$ cat config.mk
export PLATFORM = sky130hd
export DESIGN_NAME = serial_frame_receiver
export DESIGN_NICKNAME = d
export VERILOG_FILES = /design/src/design/sfr_pkg.sv /design/src/design/sfr_ram.sv /design/src/design/sfr_regs.sv /design/src/design/sfr_ctrl.sv /design/src/design/sfr_dp.sv /design/src/design/serial_frame_receiver.sv
export SDC_FILE = /design/constraint.sdc
export NUM_CORES = 1
export LEC_CHECK = 0
export ABC_AREA = 1
export BUFFER_PORTS_ARGS = -buffer_cell sky130_fd_sc_hd__buf_2
export CAP_MARGIN = 20
export CORE_UTILIZATION = 65
export DETAILED_ROUTE_END_ITERATION = 7
export GPL_ROUTABILITY_DRIVEN = 0
export HOLD_SLACK_MARGIN = 0.08
export PLACE_DENSITY = 0.82
export SYNTH_ARGS = -nofsm -noshare
export SYNTH_HDL_FRONTEND = slang
export SYNTH_HIERARCHICAL = 1
export SYNTH_SLANG_ARGS = --single-unit
$ cat constraint.sdc
create_clock -name clk_i -period 6.7 [get_ports clk_i]
set_input_delay 1.005 -clock clk_i [delete_from_list [all_inputs] [get_ports clk_i]]
set_output_delay 1.005 -clock clk_i [all_outputs]
set_load 0.005 [all_outputs]
$ cat src/design/sfr_pkg.sv
`default_nettype none

package sfr_pkg;

  // payload storage
  localparam int unsigned MaxPayloadWords = 63;
  localparam int unsigned RamDepth        = 64;
  localparam int unsigned RamAw           = $clog2(RamDepth);
  localparam logic [6:0]  MaxPayloadBytes = 7'(2 * MaxPayloadWords);
  localparam logic [6:0]  LenClamp        = 7'd127;

  // register map, one word per register
  typedef enum logic [2:0] {
    RegStartMarker = 3'd0,
    RegEndMarker   = 3'd1,
    RegSpecialId   = 3'd2,
    RegUnblockThr  = 3'd3,
    RegMaxPayload  = 3'd4
  } reg_idx_e;

  typedef enum logic [1:0] {
    StOk     = 2'd0,
    StLenErr = 2'd1,
    StEndErr = 2'd2,
    StChkErr = 2'd3
  } status_e;

  typedef enum logic [2:0] {
    PhHunt  = 3'd0,
    PhSeq   = 3'd1,
    PhLen   = 3'd2,
    PhChk   = 3'd3,
    PhId    = 3'd4,
    PhData  = 3'd5,
    PhEnd   = 3'd6,
    PhDrain = 3'd7
  } phase_e;

  typedef struct packed {
    logic [7:0] start_marker;
    logic [7:0] end_marker;
    logic [7:0] special_id;
    logic [7:0] unblock_thr;
    logic [6:0] max_payload;
  } cfg_t;

  // controller to datapath
  typedef struct packed {
    logic    cap_seq;
    logic    cap_len;
    logic    cap_chk;
    logic    cap_id;
    logic    cap_data;
    logic    end_chk;
    logic    res_load;
    status_e res_status;
    logic    res_unblk;
    logic    drain_start;
    logic    drain_step;
  } cmd_t;

  // datapath to controller
  typedef struct packed {
    logic start_hit;
    logic len_bad;
    logic len_zero;
    logic data_done;
    logic end_ok;
    logic special;
    logic xor_ok;
    logic drain_last;
    logic out_busy;
  } sts_t;

endpackage

`default_nettype wire

$ cat src/design/sfr_ram.sv
`default_nettype none

module sfr_ram #(
  parameter int unsigned Width = 16,
  parameter int unsigned Depth = 64
) (
  input  wire logic                     clk_i,
  input  wire logic                     we_i,
  input  wire logic [$clog2(Depth)-1:0] waddr_i,
  input  wire logic [Width-1:0]         wdata_i,
  input  wire logic                     re_i,
  input  wire logic [$clog2(Depth)-1:0] raddr_i,
  output logic      [Width-1:0]         rdata_o
);

  logic [Width-1:0] mem_q [Depth];

  // one write port, one registered read port
  always_ff @(posedge clk_i) begin
    if (we_i) begin
      mem_q[waddr_i] <= wdata_i;
    end
    if (re_i) begin
      rdata_o <= mem_q[raddr_i];
    end
  end

endmodule

`default_nettype wire

$ cat src/design/sfr_regs.sv
`default_nettype none

module sfr_regs import sfr_pkg::*; (
  input  wire logic        clk_i,
  input  wire logic        rst_ni,
  input  wire logic        psel,
  input  wire logic        penable,
  input  wire logic        pwrite,
  input  wire logic [4:0]  paddr,
  input  wire logic [31:0] pwdata,
  output logic      [31:0] prdata,
  output logic             pready,
  output cfg_t             cfg_o
);

  cfg_t     cfg_q, cfg_d;
  reg_idx_e idx;
  logic     wr_en;

  assign pready = 1'b1;
  assign idx    = reg_idx_e'(paddr[4:2]);
  assign wr_en  = psel && penable && pwrite;
  assign cfg_o  = cfg_q;

  // register write decode
  always_comb begin
    cfg_d = cfg_q;
    if (wr_en) begin
      case (idx)
        RegStartMarker: cfg_d.start_marker = pwdata[7:0];
        RegEndMarker:   cfg_d.end_marker   = pwdata[7:0];
        RegSpecialId:   cfg_d.special_id   = pwdata[7:0];
        RegUnblockThr:  cfg_d.unblock_thr  = pwdata[7:0];
        RegMaxPayload:  cfg_d.max_payload  = pwdata[6:0];
        default:        cfg_d = cfg_q;
      endcase
    end
  end

  always_ff @(posedge clk_i or negedge rst_ni) begin
    if (!rst_ni) begin
      cfg_q.start_marker <= 8'd0;
      cfg_q.end_marker   <= 8'd255;
      cfg_q.special_id   <= 8'd0;
      cfg_q.unblock_thr  <= 8'd4;
      cfg_q.max_payload  <= 7'd126;
    end else begin
      cfg_q <= cfg_d;
    end
  end

  // read mux
  always_comb begin
    case (idx)
      RegStartMarker: prdata = {24'd0, cfg_q.start_marker};
      RegEndMarker:   prdata = {24'd0, cfg_q.end_marker};
      RegSpecialId:   prdata = {24'd0, cfg_q.special_id};
      RegUnblockThr:  prdata = {24'd0, cfg_q.unblock_thr};
      RegMaxPayload:  prdata = {25'd0, cfg_q.max_payload};
      default:        prdata = 32'd0;
    endcase
  end

endmodule

`default_nettype wire

$ cat src/design/sfr_ctrl.sv
`default_nettype none

module sfr_ctrl import sfr_pkg::*; (
  input  wire logic clk_i,
  input  wire logic rst_ni,
  input  wire logic rx_valid_i,
  input  wire logic res_ready_i,
  input  sts_t      sts_i,
  output logic      rx_ready_o,
  output cmd_t      cmd_o
);

  phase_e state_q, state_d;
  logic   out_free;
  logic   take;

  assign out_free   = !sts_i.out_busy || res_ready_i;
  assign rx_ready_o = (state_q != PhDrain) && out_free;
  assign take       = rx_valid_i && rx_ready_o;

  always_ff @(posedge clk_i or negedge rst_ni) begin
    if (!rst_ni) begin
      state_q <= PhHunt;
    end else begin
      state_q <= state_d;
    end
  end

  // frame sequencing
  always_comb begin
    state_d = state_q;
    cmd_o   = '0;
    case (state_q)
      PhHunt: begin
        if (take && sts_i.start_hit) begin
          state_d = PhSeq;
        end
      end
      PhSeq: begin
        if (take) begin
          cmd_o.cap_seq = 1'b1;
          state_d       = PhLen;
        end
      end
      PhLen: begin
        if (take) begin
          cmd_o.cap_len = 1'b1;
          state_d       = PhChk;
        end
      end
      PhChk: begin
        if (take) begin
          cmd_o.cap_chk = 1'b1;
          state_d       = PhId;
        end
      end
      PhId: begin
        if (take) begin
          cmd_o.cap_id = 1'b1;
          if (sts_i.len_bad) begin
            cmd_o.res_load   = 1'b1;
            cmd_o.res_status = StLenErr;
            state_d          = PhHunt;
          end else if (sts_i.len_zero) begin
            state_d = PhEnd;
          end else begin
            state_d = PhData;
          end
        end
      end
      PhData: begin
        if (take) begin
          cmd_o.cap_data = 1'b1;
          if (sts_i.data_done) begin
            state_d = PhEnd;
          end
        end
      end
      PhEnd: begin
        if (take) begin
          cmd_o.end_chk = 1'b1;
          state_d       = PhHunt;
          if (!sts_i.end_ok) begin
            cmd_o.res_load   = 1'b1;
            cmd_o.res_status = StEndErr;
          end else if (!sts_i.xor_ok) begin
            cmd_o.res_load   = 1'b1;
            cmd_o.res_status = StChkErr;
          end else if (sts_i.special) begin
            cmd_o.res_load  = 1'b1;
            cmd_o.res_unblk = 1'b1;
          end else if (sts_i.len_zero) begin
            cmd_o.res_load = 1'b1;
          end else begin
            cmd_o.drain_start = 1'b1;
            state_d           = PhDrain;
          end
        end
      end
      PhDrain: begin
        if (out_free) begin
          cmd_o.drain_step = 1'b1;
          if (sts_i.drain_last) begin
            state_d = PhHunt;
          end
        end
      end
      default: state_d = PhHunt;
    endcase
  end

endmodule

`default_nettype wire

$ cat src/design/sfr_dp.sv
`default_nettype none

module sfr_dp import sfr_pkg::*; (
  input  wire logic        clk_i,
  input  wire logic        rst_ni,
  input  wire logic [7:0]  rx_byte_i,
  input  cfg_t             cfg_i,
  input  cmd_t             cmd_i,
  input  wire logic        res_ready_i,
  output sts_t             sts_o,
  output logic             res_valid_o,
  output logic             has_word_o,
  output logic      [15:0] data_word_o,
  output logic      [7:0]  device_id_o,
  output logic      [7:0]  sequence_res_o,
  output logic      [1:0]  status_o,
  output logic             unblock_received_o,
  output logic             send_unblock_o,
  output logic             last_o
);

  logic [7:0]       seq_q, chk_q, id_q, xor_q, high_q, cnt_q;
  logic [6:0]       len_q, bs_q;
  logic             send_q;
  logic [RamAw-1:0] ridx_q;
  logic             res_valid_q, has_q, unblk_q, rsend_q, last_q;
  logic [15:0]      word_q;
  status_e          status_q;

  logic [6:0]       bs_inc;
  logic [RamAw-1:0] words;
  logic [8:0]       cnt_inc;
  logic             send_hit;
  logic             ram_we, ram_re;
  logic [RamAw-1:0] ram_waddr, ram_raddr;
  logic [15:0]      ram_rdata;

  assign bs_inc  = bs_q + 7'd1;
  assign words   = len_q[RamAw:1];
  assign cnt_inc = {1'b0, cnt_q} + 9'd1;

  // frame checks
  assign sts_o.start_hit  = (rx_byte_i == cfg_i.start_marker);
  assign sts_o.len_bad    = len_q[0] || (len_q > cfg_i.max_payload) ||
                            (len_q > MaxPayloadBytes);
  assign sts_o.len_zero   = (len_q == 7'd0);
  assign sts_o.data_done  = (bs_inc >= len_q);
  assign sts_o.end_ok     = (rx_byte_i == cfg_i.end_marker);
  assign sts_o.special    = (id_q == cfg_i.special_id);
  assign sts_o.xor_ok     = (xor_q == chk_q);
  assign sts_o.drain_last = (ridx_q == words - RamAw'(1));
  assign sts_o.out_busy   = res_valid_q;

  // receive count reaching the threshold on a good end byte
  assign send_hit = sts_o.end_ok && !sts_o.special && (cnt_inc >= {1'b0, cfg_i.unblock_thr});

  // payload store: words written on odd bytes, read back in order
  assign ram_we    = cmd_i.cap_data && bs_q[0];
  assign ram_waddr = bs_q[RamAw:1];
  assign ram_re    = cmd_i.drain_start || cmd_i.drain_step;
  assign ram_raddr = cmd_i.drain_start ? '0 : ridx_q + RamAw'(1);

  sfr_ram #(
    .Width (16),
    .Depth (RamDepth)
  ) u_ram (
    .clk_i   (clk_i),
    .we_i    (ram_we),
    .waddr_i (ram_waddr),
    .wdata_i ({high_q, rx_byte_i}),
    .re_i    (ram_re),
    .raddr_i (ram_raddr),
    .rdata_o (ram_rdata)
  );

  // header, checksum and byte tracking
  always_ff @(posedge clk_i or negedge rst_ni) begin
    if (!rst_ni) begin
      seq_q  <= 8'd0;
      len_q  <= 7'd0;
      chk_q  <= 8'd0;
      id_q   <= 8'd0;
      xor_q  <= 8'd0;
      bs_q   <= 7'd0;
      high_q <= 8'd0;
      cnt_q  <= 8'd0;
      send_q <= 1'b0;
      ridx_q <= '0;
    end else begin
      if (cmd_i.cap_seq) begin
        seq_q <= rx_byte_i;
        xor_q <= rx_byte_i;
      end
      if (cmd_i.cap_len) begin
        len_q <= rx_byte_i[7] ? LenClamp : rx_byte_i[6:0];
        xor_q <= xor_q ^ rx_byte_i;
      end
      if (cmd_i.cap_chk) begin
        chk_q <= rx_byte_i;
      end
      if (cmd_i.cap_id) begin
        id_q  <= rx_byte_i;
        xor_q <= xor_q ^ rx_byte_i;
        bs_q  <= 7'd0;
      end
      if (cmd_i.cap_data) begin
        xor_q <= xor_q ^ rx_byte_i;
        bs_q  <= bs_inc;
        if (!bs_q[0]) begin
          high_q <= rx_byte_i;
        end
      end
      if (cmd_i.end_chk) begin
        send_q <= send_hit;
        if (sts_o.end_ok && !sts_o.special) begin
          cnt_q <= send_hit ? 8'd0 : cnt_inc[7:0];
        end
      end
      if (cmd_i.drain_start) begin
        ridx_q <= '0;
      end else if (cmd_i.drain_step) begin
        ridx_q <= ridx_q + RamAw'(1);
      end
    end
  end

  // result register
  always_ff @(posedge clk_i or negedge rst_ni) begin
    if (!rst_ni) begin
      res_valid_q <= 1'b0;
    end else if (cmd_i.res_load || cmd_i.drain_step) begin
      res_valid_q <= 1'b1;
    end else if (res_ready_i) begin
      res_valid_q <= 1'b0;
    end
  end

  always_ff @(posedge clk_i) begin
    if (cmd_i.res_load) begin
      has_q    <= 1'b0;
      word_q   <= 16'd0;
      status_q <= cmd_i.res_status;
      unblk_q  <= cmd_i.res_unblk;
      rsend_q  <= cmd_i.end_chk && send_hit;
      last_q   <= 1'b1;
    end else if (cmd_i.drain_step) begin
      has_q    <= 1'b1;
      word_q   <= ram_rdata;
      status_q <= StOk;
      unblk_q  <= 1'b0;
      rsend_q  <= send_q;
      last_q   <= sts_o.drain_last;
    end
  end

  assign res_valid_o        = res_valid_q;
  assign has_word_o         = has_q;
  assign data_word_o        = word_q;
  assign device_id_o        = id_q;
  assign sequence_res_o     = seq_q;
  assign status_o           = status_q;
  assign unblock_received_o = unblk_q;
  assign send_unblock_o     = rsend_q;
  assign last_o             = last_q;

endmodule

`default_nettype wire

$ cat src/design/serial_frame_receiver.sv
// serial frame receiver
// rx channel (rx_valid_i / rx_ready_o / rx_byte_i) takes one byte per transaction.
// bytes are dropped until the start marker; then sequence, length, checksum, id,
// length payload bytes and the end byte follow. the res channel (res_valid_o /
// res_ready_i) gives one transaction per payload word of a good frame, with last_o
// on the final word, or a single transaction for an error, special or empty frame.
// throughput: one rx byte per cycle while a frame is received and rx_ready_o high.
// a single result is registered and shows in the cycle after the byte that caused
// it; after the end byte the words go through the payload ram's registered read
// port and the result register, one word per cycle while res_ready_i is high.
// rx_ready_o is low while words are drained (up to 63 words) and while a result
// waits with res_ready_i low; a stalled result holds its fields.
// registers sit on an apb port at byte offsets 0,4,8,12,16: start marker, end
// marker, special id, unblock threshold, max payload bytes.
// reset: registers take their defaults, the receiver hunts for a start marker,
// the frame count clears and no result is pending.
`default_nettype none

module serial_frame_receiver import sfr_pkg::*; (
  input  wire logic        clk_i,
  input  wire logic        rst_ni,
  input  wire logic        psel,
  input  wire logic        penable,
  input  wire logic        pwrite,
  input  wire logic [4:0]  paddr,
  input  wire logic [31:0] pwdata,
  output logic      [31:0] prdata,
  output logic             pready,
  input  wire logic        rx_valid_i,
  output logic             rx_ready_o,
  input  wire logic [7:0]  rx_byte_i,
  output logic             res_valid_o,
  input  wire logic        res_ready_i,
  output logic             has_word_o,
  output logic      [15:0] data_word_o,
  output logic      [7:0]  device_id_o,
  output logic      [7:0]  sequence_res_o,
  output logic      [1:0]  status_o,
  output logic             unblock_received_o,
  output logic             send_unblock_o,
  output logic             last_o
);

  cfg_t cfg;
  cmd_t cmd;
  sts_t sts;

  sfr_regs u_regs (
    .clk_i   (clk_i),
    .rst_ni  (rst_ni),
    .psel    (psel),
    .penable (penable),
    .pwrite  (pwrite),
    .paddr   (paddr),
    .pwdata  (pwdata),
    .prdata  (prdata),
    .pready  (pready),
    .cfg_o   (cfg)
  );

  sfr_ctrl u_ctrl (
    .clk_i       (clk_i),
    .rst_ni      (rst_ni),
    .rx_valid_i  (rx_valid_i),
    .res_ready_i (res_ready_i),
    .sts_i       (sts),
    .rx_ready_o  (rx_ready_o),
    .cmd_o       (cmd)
  );

  sfr_dp u_dp (
    .clk_i              (clk_i),
    .rst_ni             (rst_ni),
    .rx_byte_i          (rx_byte_i),
    .cfg_i              (cfg),
    .cmd_i              (cmd),
    .res_ready_i        (res_ready_i),
    .sts_o              (sts),
    .res_valid_o        (res_valid_o),
    .has_word_o         (has_word_o),
    .data_word_o        (data_word_o),
    .device_id_o        (device_id_o),
    .sequence_res_o     (sequence_res_o),
    .status_o           (status_o),
    .unblock_received_o (unblock_received_o),
    .send_unblock_o     (send_unblock_o),
    .last_o             (last_o)
  );

endmodule

`default_nettype wire

==> summary.md, run 1 <==
| Metric | Value |
|---|---|
| Vias | `35600` |
| Finished Layout Cells | `5694` |
| WS Path Type | `reg -> reg` |
| Simple-gate area share of the yosys netlist | `23.3%` |
| WP data arrival | `5.55 ns` |
| Max_slew headroom | `between 20% and 30%` |
| Largest area contributor in the netlist | `edfxtp_1` |
| H-tree levels | `3` |
| Status | `finished, final reports clean` |
| Startpoint Class | `flip-flop` |
| Slowest cell on crit path | `nor4_1` |
| CTS tree | `yes` |
| Top Family by Delay on Critical Path | `simple AND/OR/NAND/NOR gates` |
| Layout cells sized above 1 | `between 10% and 20%` |
| Worst IR Drop VDD | `~660 uV` |
| Crit path required time | `between 7 and 8 ns` |
| Boundary Pins | `125` |
| Die X | `279 um` |
| Synthesized area per cell | `11.1 um2` |
| Largest net degree at the start of global routing | `176` |
| Cts bufs inserted | `113` |
| Pwr Density | `450 nW/um2` |
| CTS Sinks | `between 1000 and 1500` |
| Hold buffer count at CTS | `0` |
| Leak | `21.2 nW` |
| Total global-route track usage | `between 30% and 40%` |
| Max-slew violations | `0` |
| Post_cts resized | `0` |
| Main combinational cell family by area after synthesis | `simple AND/OR/NAND/NOR gates` |
| Fin crit period | `5.10 ns` |
| DRT Pass-1 Iters | `6` |
| Total Routed Length | `130 mm` |
| Crit path capture type | `flip-flop` |
| Worst path max stage delay | `0.86 ns` |
| Drt wl/cell | `22.9 um` |
| Mapped Area | `approximately 50000 um2` |
| Starting density of the core | `65.8%` |
| Post-CTS Repair Setup Buffers | `0` |
| CTS Buffer Depth | `3` |
| Adder-Cell Fraction of Synth Area | `less than 1%` |
| Detailed Place HPWL | `71.2 mm` |
| Clk slew on worst S/H paths | `0.07 ns` |
| Vert. Die Dim | `approximately 280 um` |
| Max_cap viols | `0` |
| DIE AREA | `between 70000 and 80000 um2` |
| Yosys Warn Count | `6` |
| Clk Latency, worst-skew pair | `0.70 ns` |
| Setup violators final | `0` |
| RSZ-0062 raised after global routing | `false` |
| CP Cell Sequence | `xnor2_1 > nand4_1 > nor4_1 > nand2_1 > nor3_1 > inv_1 > nor2_1 > inv_1 > nand2_1 > a31oi_4 > buf_4 > inv_1 > nand3_1 > nand3_1 > nand2_1` |
| Drt first-iter violations | `5862` |
| Multiplexer share of the synthesized area | `0.0450%` |
| Skew final | `about 0.030 ns` |
| Area contributors post-synth | `edfxtp_1 63%, nand2_1 12%, nand3_1 9.3%` |
| Routed Antenna Nets | `0` |
| Synth Area in Compound Gates | `1.56%` |
| Placement Rows | `101` |
| Initial antenna violation count | `3` |
| #FFs+latches synth | `about 1200` |
| Netlist cell types | `52` |
| TNS Setup | `0 ns` |
| Port buffer count | `73` |
| Least-Margin Pin Slew | `about 1.1 ns` |
| Dpl cells | `5477` |
| Critical path buffers and inverters | `4` |
| Final period utilization | `76.1%` |
| CP Max Fanout | `34` |
| Worst R2R Setup Slack | `1.60 ns` |
| Core area | `around 76000 um2` |
| Max Freq | `0.196 GHz` |
| Min-delay worst type | `in -> async` |
| Total grt overflow | `0` |
| Mapped Cells | `4510` |
| Register area share after synthesis | `69.0%` |
| Share of the synthesized area in the top cell type | `62.7%` |
| Drc violations | `0` |
| Via-to-Cell Ratio | `6.26` |
| Number of global-route vias before repair | `34200` |
| ANT cells | `0` |
| Syn-to-layout area delta | `9.78%` |
| Post-Synth XOR/XNOR Area | `less than 1%` |
| Clock root buffer | `clkbuf_16` |
| Net count, final | `about 4600` |
| First-pass GRT wire length | `195 mm` |
| Final count of hold timing violations | `0` |
[final cells by class]
class,instances,area (um2)
Sequential cell,1174,34500
Fill cell,4790,21200
Multi-Input combinational cell,2938,13300
Clock buffer,144,3020
Timing Repair Buffer,195,1480
Tap cell,1030,1290
Clock inverter,71,681
Inverter,142,562
[routing by layer]
metal / share of wire, % / track usage, % / up-vias
met4: 4.8 / 16.7 / 2
met1: 36 / 45.6 / 16900
met3: 13 / 6.73 / 429
li1: - / - / 15600
met5: 0.012 / 0 / -
met2: 46 / 51.3 / 2670
[cells in the mapped netlist, drive strengths merged]
cell type  instances
nand2           1576
edfxtp          1044
nand3            942
buf              242
inv              141
nor2             129
o21ai            100
dfrtp             97
clkbuf            37
nand4             36
ha                27
xor2              24
a21oi             19
dfxtp             18
xnor2             16
dfstp             15
nor4              13
nor3               9
or2                5
a22o               3
conb               2
mux2               2
o21bai             2
o22ai              2
a211oi             1
a21o               1
a31oi              1
a32o               1
a41oi              1
clkinv             1
o2111ai            1
o211ai             1
o31a               1
[metrics by stage]
step | area [um2] | hold slack, ns | utilization [%] | setup WS, ns | total power, mW
2_1_floorplan | 50100 | 0.443 | - | 2.34 | 15.3
3_3_place_gp | 51200 | 0.423 | 67.3 | 1.28 | 17.7
3_5_place_dp | 51200 | 0.427 | 67.3 | 1.16 | 18.0
4_1_cts | 54900 | 0.203 | 72.1 | 1.74 | 24.4
5_1_grt | 54900 | 0.231 | 72.2 | 1.41 | 25.7
6_report | 54900 | 0.216 | 72.2 | 1.60 | 24.7
[layout by cell type (no fill, tap or decap), types with 4 or more instances in the layout]
| cell | count |
|---|---|
| nand2_1 | 1569 |
| edfxtp_1 | 1044 |
| nand3_1 | 934 |
| inv_1 | 125 |
| nor2_1 | 116 |
| clkbuf_16 | 113 |
| buf_4 | 107 |
| dfrtp_1 | 89 |
| o21ai_0 | 74 |
| buf_2 | 72 |
| nand4_1 | 36 |
| ha_1 | 27 |
| conb_1 | 25 |
| clkinv_2 | 24 |
| clkinv_1 | 24 |
| xor2_1 | 24 |
| clkbuf_1 | 23 |
| dfxtp_1 | 18 |
| a21oi_1 | 16 |
| xnor2_1 | 16 |
| o21ai_2 | 16 |
| buf_12 | 15 |
| dfstp_2 | 15 |
| inv_2 | 12 |
| bufinv_16 | 10 |
| o21ai_1 | 10 |
| clkbuf_8 | 9 |
| dfrtp_2 | 8 |
| nor4_2 | 8 |
| nor3_1 | 7 |
| nor2_4 | 7 |
| inv_16 | 5 |
| nand3_2 | 5 |
| nand2_2 | 5 |
| nor4_1 | 5 |
| nor2_2 | 5 |
| or2_2 | 5 |
| clkinvlp_4 | 4 |
[cells by family (layout without fill, tap and decap cells)]
group	Yosys count	after routing
fa+ha+maj	27	27
flops	1174	1174
simple gates	2710	2710
buf+inv	421	552
other cells	2	25
mux	2	2
xor+xnor	40	40
compound gates	134	134
[power by group]
part | internal, mW | switching, mW | total, mW | leakage, nW
Combinational | 2.67 | 6.99 | 9.66 | 8.22
Sequential | 8.43 | 0.293 | 8.72 | 11.2
Clock | 3.59 | 2.75 | 6.35 | 1.82
[state kept, by name, indices dropped and copies added (netlist names), 2 cells and up]
| register | count |
|---|---|
| u_ctrl/state_q | 3 |
| u_dp/xor_q | 8 |
| u_dp/device_id_o | 8 |
| u_dp/cnt_q | 8 |
| u_dp/high_q | 8 |
| u_dp/bs_q | 7 |
| u_dp/ridx_q | 6 |
| u_dp/data_word_o | 16 |
| u_dp/len_q | 7 |
| u_dp/u_ram/rdata_o | 16 |
| u_dp/u_ram/mem_q | 1024 |
| u_regs/cfg_o | 39 |
| u_dp/status_o | 2 |
| u_dp/chk_q | 8 |
| u_dp/sequence_res_o | 8 |
[worst reg2reg max path: cells and delay by family, from the launching register on]
kind,cells,cell delay [ns]
AO/OA/AOI/OAI,1,0.04
XOR/XNOR,1,0.18
buffers and inverters,4,1.34
flip-flops,1,0.40
AND/OR/NAND/NOR,9,2.89
[final timing paths]
kind                                              startpoint                           endpoint  depth (start not counted)
min in group clk_i         u_dp/data_word_o[10]$_SDFFE_PP0P_  u_dp/data_word_o[10]$_SDFFE_PP0P_                          2
hold reg to reg            u_dp/data_word_o[10]$_SDFFE_PP0P_  u_dp/data_word_o[10]$_SDFFE_PP0P_                          2
setup / recovery                   u_dp/xor_q[2]$_DFFE_PN0P_   u_dp/u_ram/rdata_o[15]$_DFFE_PP_                         15
setup reg to reg                   u_dp/xor_q[2]$_DFFE_PN0P_   u_dp/u_ram/rdata_o[15]$_DFFE_PP_                         15
max in group asynchronous                             rst_ni       u_regs/cfg_o[27]$_DFFE_PN1P_                          3
hold / removal                                        rst_ni         u_dp/ridx_q[4]$_DFFE_PN0P_                          1
Note: power is estimated with default switching activity, not from simulation.
==> inputs of run 2 (changes only) <==
--- a/config.mk
+++ b/config.mk
@@ -8,11 +8,11 @@
 export ABC_AREA = 1
 export BUFFER_PORTS_ARGS = -buffer_cell sky130_fd_sc_hd__buf_2
 export CAP_MARGIN = 20
-export CORE_UTILIZATION = 65
+export CORE_UTILIZATION = 62
 export DETAILED_ROUTE_END_ITERATION = 7
 export GPL_ROUTABILITY_DRIVEN = 0
 export HOLD_SLACK_MARGIN = 0.08
-export PLACE_DENSITY = 0.82
+export PLACE_DENSITY = 0.79
 export SYNTH_ARGS = -nofsm -noshare
 export SYNTH_HDL_FRONTEND = slang
 export SYNTH_HIERARCHICAL = 1
==> constraint.sdc (replaced) <==
create_clock -name clk_i -period 4.96 [get_ports clk_i]
set_input_delay 0.744 -clock clk_i [delete_from_list [all_inputs] [get_ports clk_i]]
set_output_delay 0.744 -clock clk_i [all_outputs]
set_load 0.005 [all_outputs]
==> run 2 against run 1 <==
Against the previous run:
- flip-flop and latch count did not move
- non-clock buffer count grew 13
- cell area up 0.31%
- clock skew up 0.0054 ns
- worst hold slack better by 0.061 ns
- critical path type unchanged
- fmax up 16%
- total power is 35% higher
- routed wire length decreased by 3.2%
- largest cell class unchanged
- critical endpoint is now u_dp/u_ram/rdata_o[9]$_DFFE_PP_
- core utilization fell by 2.8 points
==> summary.md, run 2 (synthesized netlist as in run 1, its figures left out) <==
| Metric | Value |
|---|---|
| Status | `finished, final reports clean` |
| Core area | `79400 um2` |
| Net count, final | `4658` |
| Crit path capture type | `flip-flop` |
| Clk Latency, worst-skew pair | `roughly 0.7 ns` |
| Drt wl/cell | `22.0 um` |
| RSZ-0062 raised after global routing | `false` |
| Port buffer count | `73` |
| Multi-input logic area | `13300 um2` |
| Layout cells sized above 1 | `10.3%` |
| Total grt overflow | `0` |
| Drt first-iter violations | `4903` |
| DIE AREA | `81800 um2` |
| Setup violators final | `0` |
| Commonest non-fill, non-tap cell in the layout | `nand2_1` |
| Fin crit period | `4.38 ns` |
| CP Cell Sequence | `nor3_1 > nand4_1 > nor2_1 > nor3_1 > inv_1 > nor2_1 > inv_1 > o21ai_0 > nor2_4 > buf_12 > nand3_1 > nand2_1 > nand2_1 > nand3_1 > nand3_1 > nand2_1` |
| First-pass GRT wire length | `between 150 and 200 mm` |
| Crit path required time | `~5.5 ns` |
| Commonest non-fill, non-tap cells in the layout | `1569 x nand2_1, 1044 x edfxtp_1, 934 x nand3_1, 125 x inv_1, 120 x clkbuf_16` |
| Vert. Die Dim | `286 um` |
| Drc violations | `0` |
| Starting density of the core | `63.0%` |
| Biggest register | `u_dp/u_ram/mem_q` |
| Boundary Pins | `approximately 130` |
| TNS Setup | `0 ns` |
| Startpoint Class | `flip-flop` |
| Least-Margin Pin Slew | `1.01 ns` |
| ANT cells | `0` |
| Number of global-route vias before repair | `32800` |
| Pwr Total | `33.4 mW` |
| Worst IR Drop VDD | `737 uV` |
| Routed Antenna Nets | `0` |
| Max-slew violations | `0` |
| Placement Rows | `103` |
| Max_cap viols | `0` |
| Dpl cells | `5509` |
| DRT Pass-1 Iters | `6` |
| CP Max Fanout | `103` |
| Clock root buffer | `clkbuf_16` |
| Syn-to-layout area delta | `10.1%` |
| Initial antenna violation count | `1` |
| Placed cell areas | `51300 um2` |
| Via-to-Cell Ratio | `6.09` |
| Total global-route track usage | `between 30% and 40%` |
| CTS Buffer Depth | `3` |
| Leak | `21.3 nW` |
| Skew final | `0.0351 ns` |
| WHS | `0.278 ns` |
| Final period utilization | `88.3%` |
| Die X | `286 um` |
| H-tree levels | `3` |
| Largest net degree at the start of global routing | `130` |
| Total Routed Length | `between 100 and 150 mm` |
| Slowest cell on crit path | `nor2_4` |
| WS Path Type | `reg -> reg` |
| Pwr Density | `606 nW/um2` |
| Min-delay worst type | `in -> reg` |
| Max Freq | `0.228 GHz` |
| Clk slew on worst S/H paths | `~0.060 ns` |
| Vias | `34900` |
| WP data arrival | `4.93 ns` |
| Max_slew headroom | `32.8%` |
| Final instance area | `between 50000 and 60000 um2` |
| Reg area | `roughly 35000 um2` |
| Cts bufs inserted | `between 100 and 150` |
| Filler cell count | `5405` |
| Worst path max stage delay | `between 0.7 and 0.8 ns` |
| Largest register FFs | `approximately 1000` |
| CTS tree | `yes` |
| Final count of hold timing violations | `0` |
| Detailed Place HPWL | `71.8 mm` |
| Finished Layout Cells | `approximately 5700` |
| CTS Sinks | `approximately 1200` |
run 2: cell types whose count changed in the layout (fill, tap and decap cells not counted), sizes merged:
cell / before / now
buf: 194 / 207
bufinv: 10 / 7
clkbuf: 145 / 159
clkinv: 50 / 39
clkinvlp: 5 / 7
dlygate4sd3: 0 / 1
inv: 148 / 144
run 2: critical path: cells and delay by family, from the launching register on:
kind	cells	cell delay [ns]
AND/OR/NAND/NOR	12	2.71
AO/OA/AOI/OAI	1	0.18
buffers and inverters	3	0.79
flip-flops	1	0.46
run 2: per-stage QoR:
stage	setup slack (ns)	util [%]
after global placement	0.369	64.7
after CTS	0.710	69.4
after global routing	0.357	69.4
final	0.581	69.4
after detailed placement	0.266	64.7
after floorplan	0.866	-
run 2: layout make-up:
type                    count  share of cell area, %
well taps                1050                   2.38
clock inverters            55                  0.918
inverters                 142                   1.02
flip-flops and latches   1174                   62.7
clock buffers             159                   5.83
multi-input cells        2938                   24.2
repair buffers            208                   2.92
run 2: power breakdown:
part,internal (mW),switching [mW],leakage [nW]
logic,3.68,9.37,8.30
registers,11.4,0.418,11.2
clock network,4.89,3.64,1.81
total,20.0,13.4,21.3
run 2: final timing paths:
path	startpoint	end	slack [ns]	depth (start not counted)
max	u_dp/len_q[1]$_DFFE_PN0P_	u_dp/u_ram/rdata_o[9]$_DFFE_PP_	0.58	16
min	pwdata[6]	u_regs/cfg_o[13]$_DFFE_PN0P_	0.28	3
max reg2reg	u_dp/len_q[1]$_DFFE_PN0P_	u_dp/u_ram/rdata_o[9]$_DFFE_PP_	0.58	16
min reg2reg	u_dp/data_word_o[11]$_SDFFE_PP0P_	u_dp/data_word_o[11]$_SDFFE_PP0P_	0.44	2
max in group asynchronous	rst_ni	u_dp/high_q[2]$_DFFE_PN0P_	3.50	3
min in group asynchronous	rst_ni	u_regs/cfg_o[12]$_DFFE_PN0P_	0.52	2
run 2: metal layers:
metal / vias up / wire [um] / global-route usage, % / share of wire (%)
met5: - / 13 / 0 / 0.010
met4: 2 / 5510 / 13.1 / 4.4
met3: 321 / 14600 / 5.45 / 12
met2: 2134 / 58800 / 48.3 / 47
met1: 16800 / 47300 / 42.7 / 37
li1: 15700 / - / - / -
run 2: timing repair:
action                                 4_1_cts  5_1_grt
setup buffers                                0        0
endpoints found under the hold margin       24        0
resized for setup                            0        0
hold buffers                                 1        0
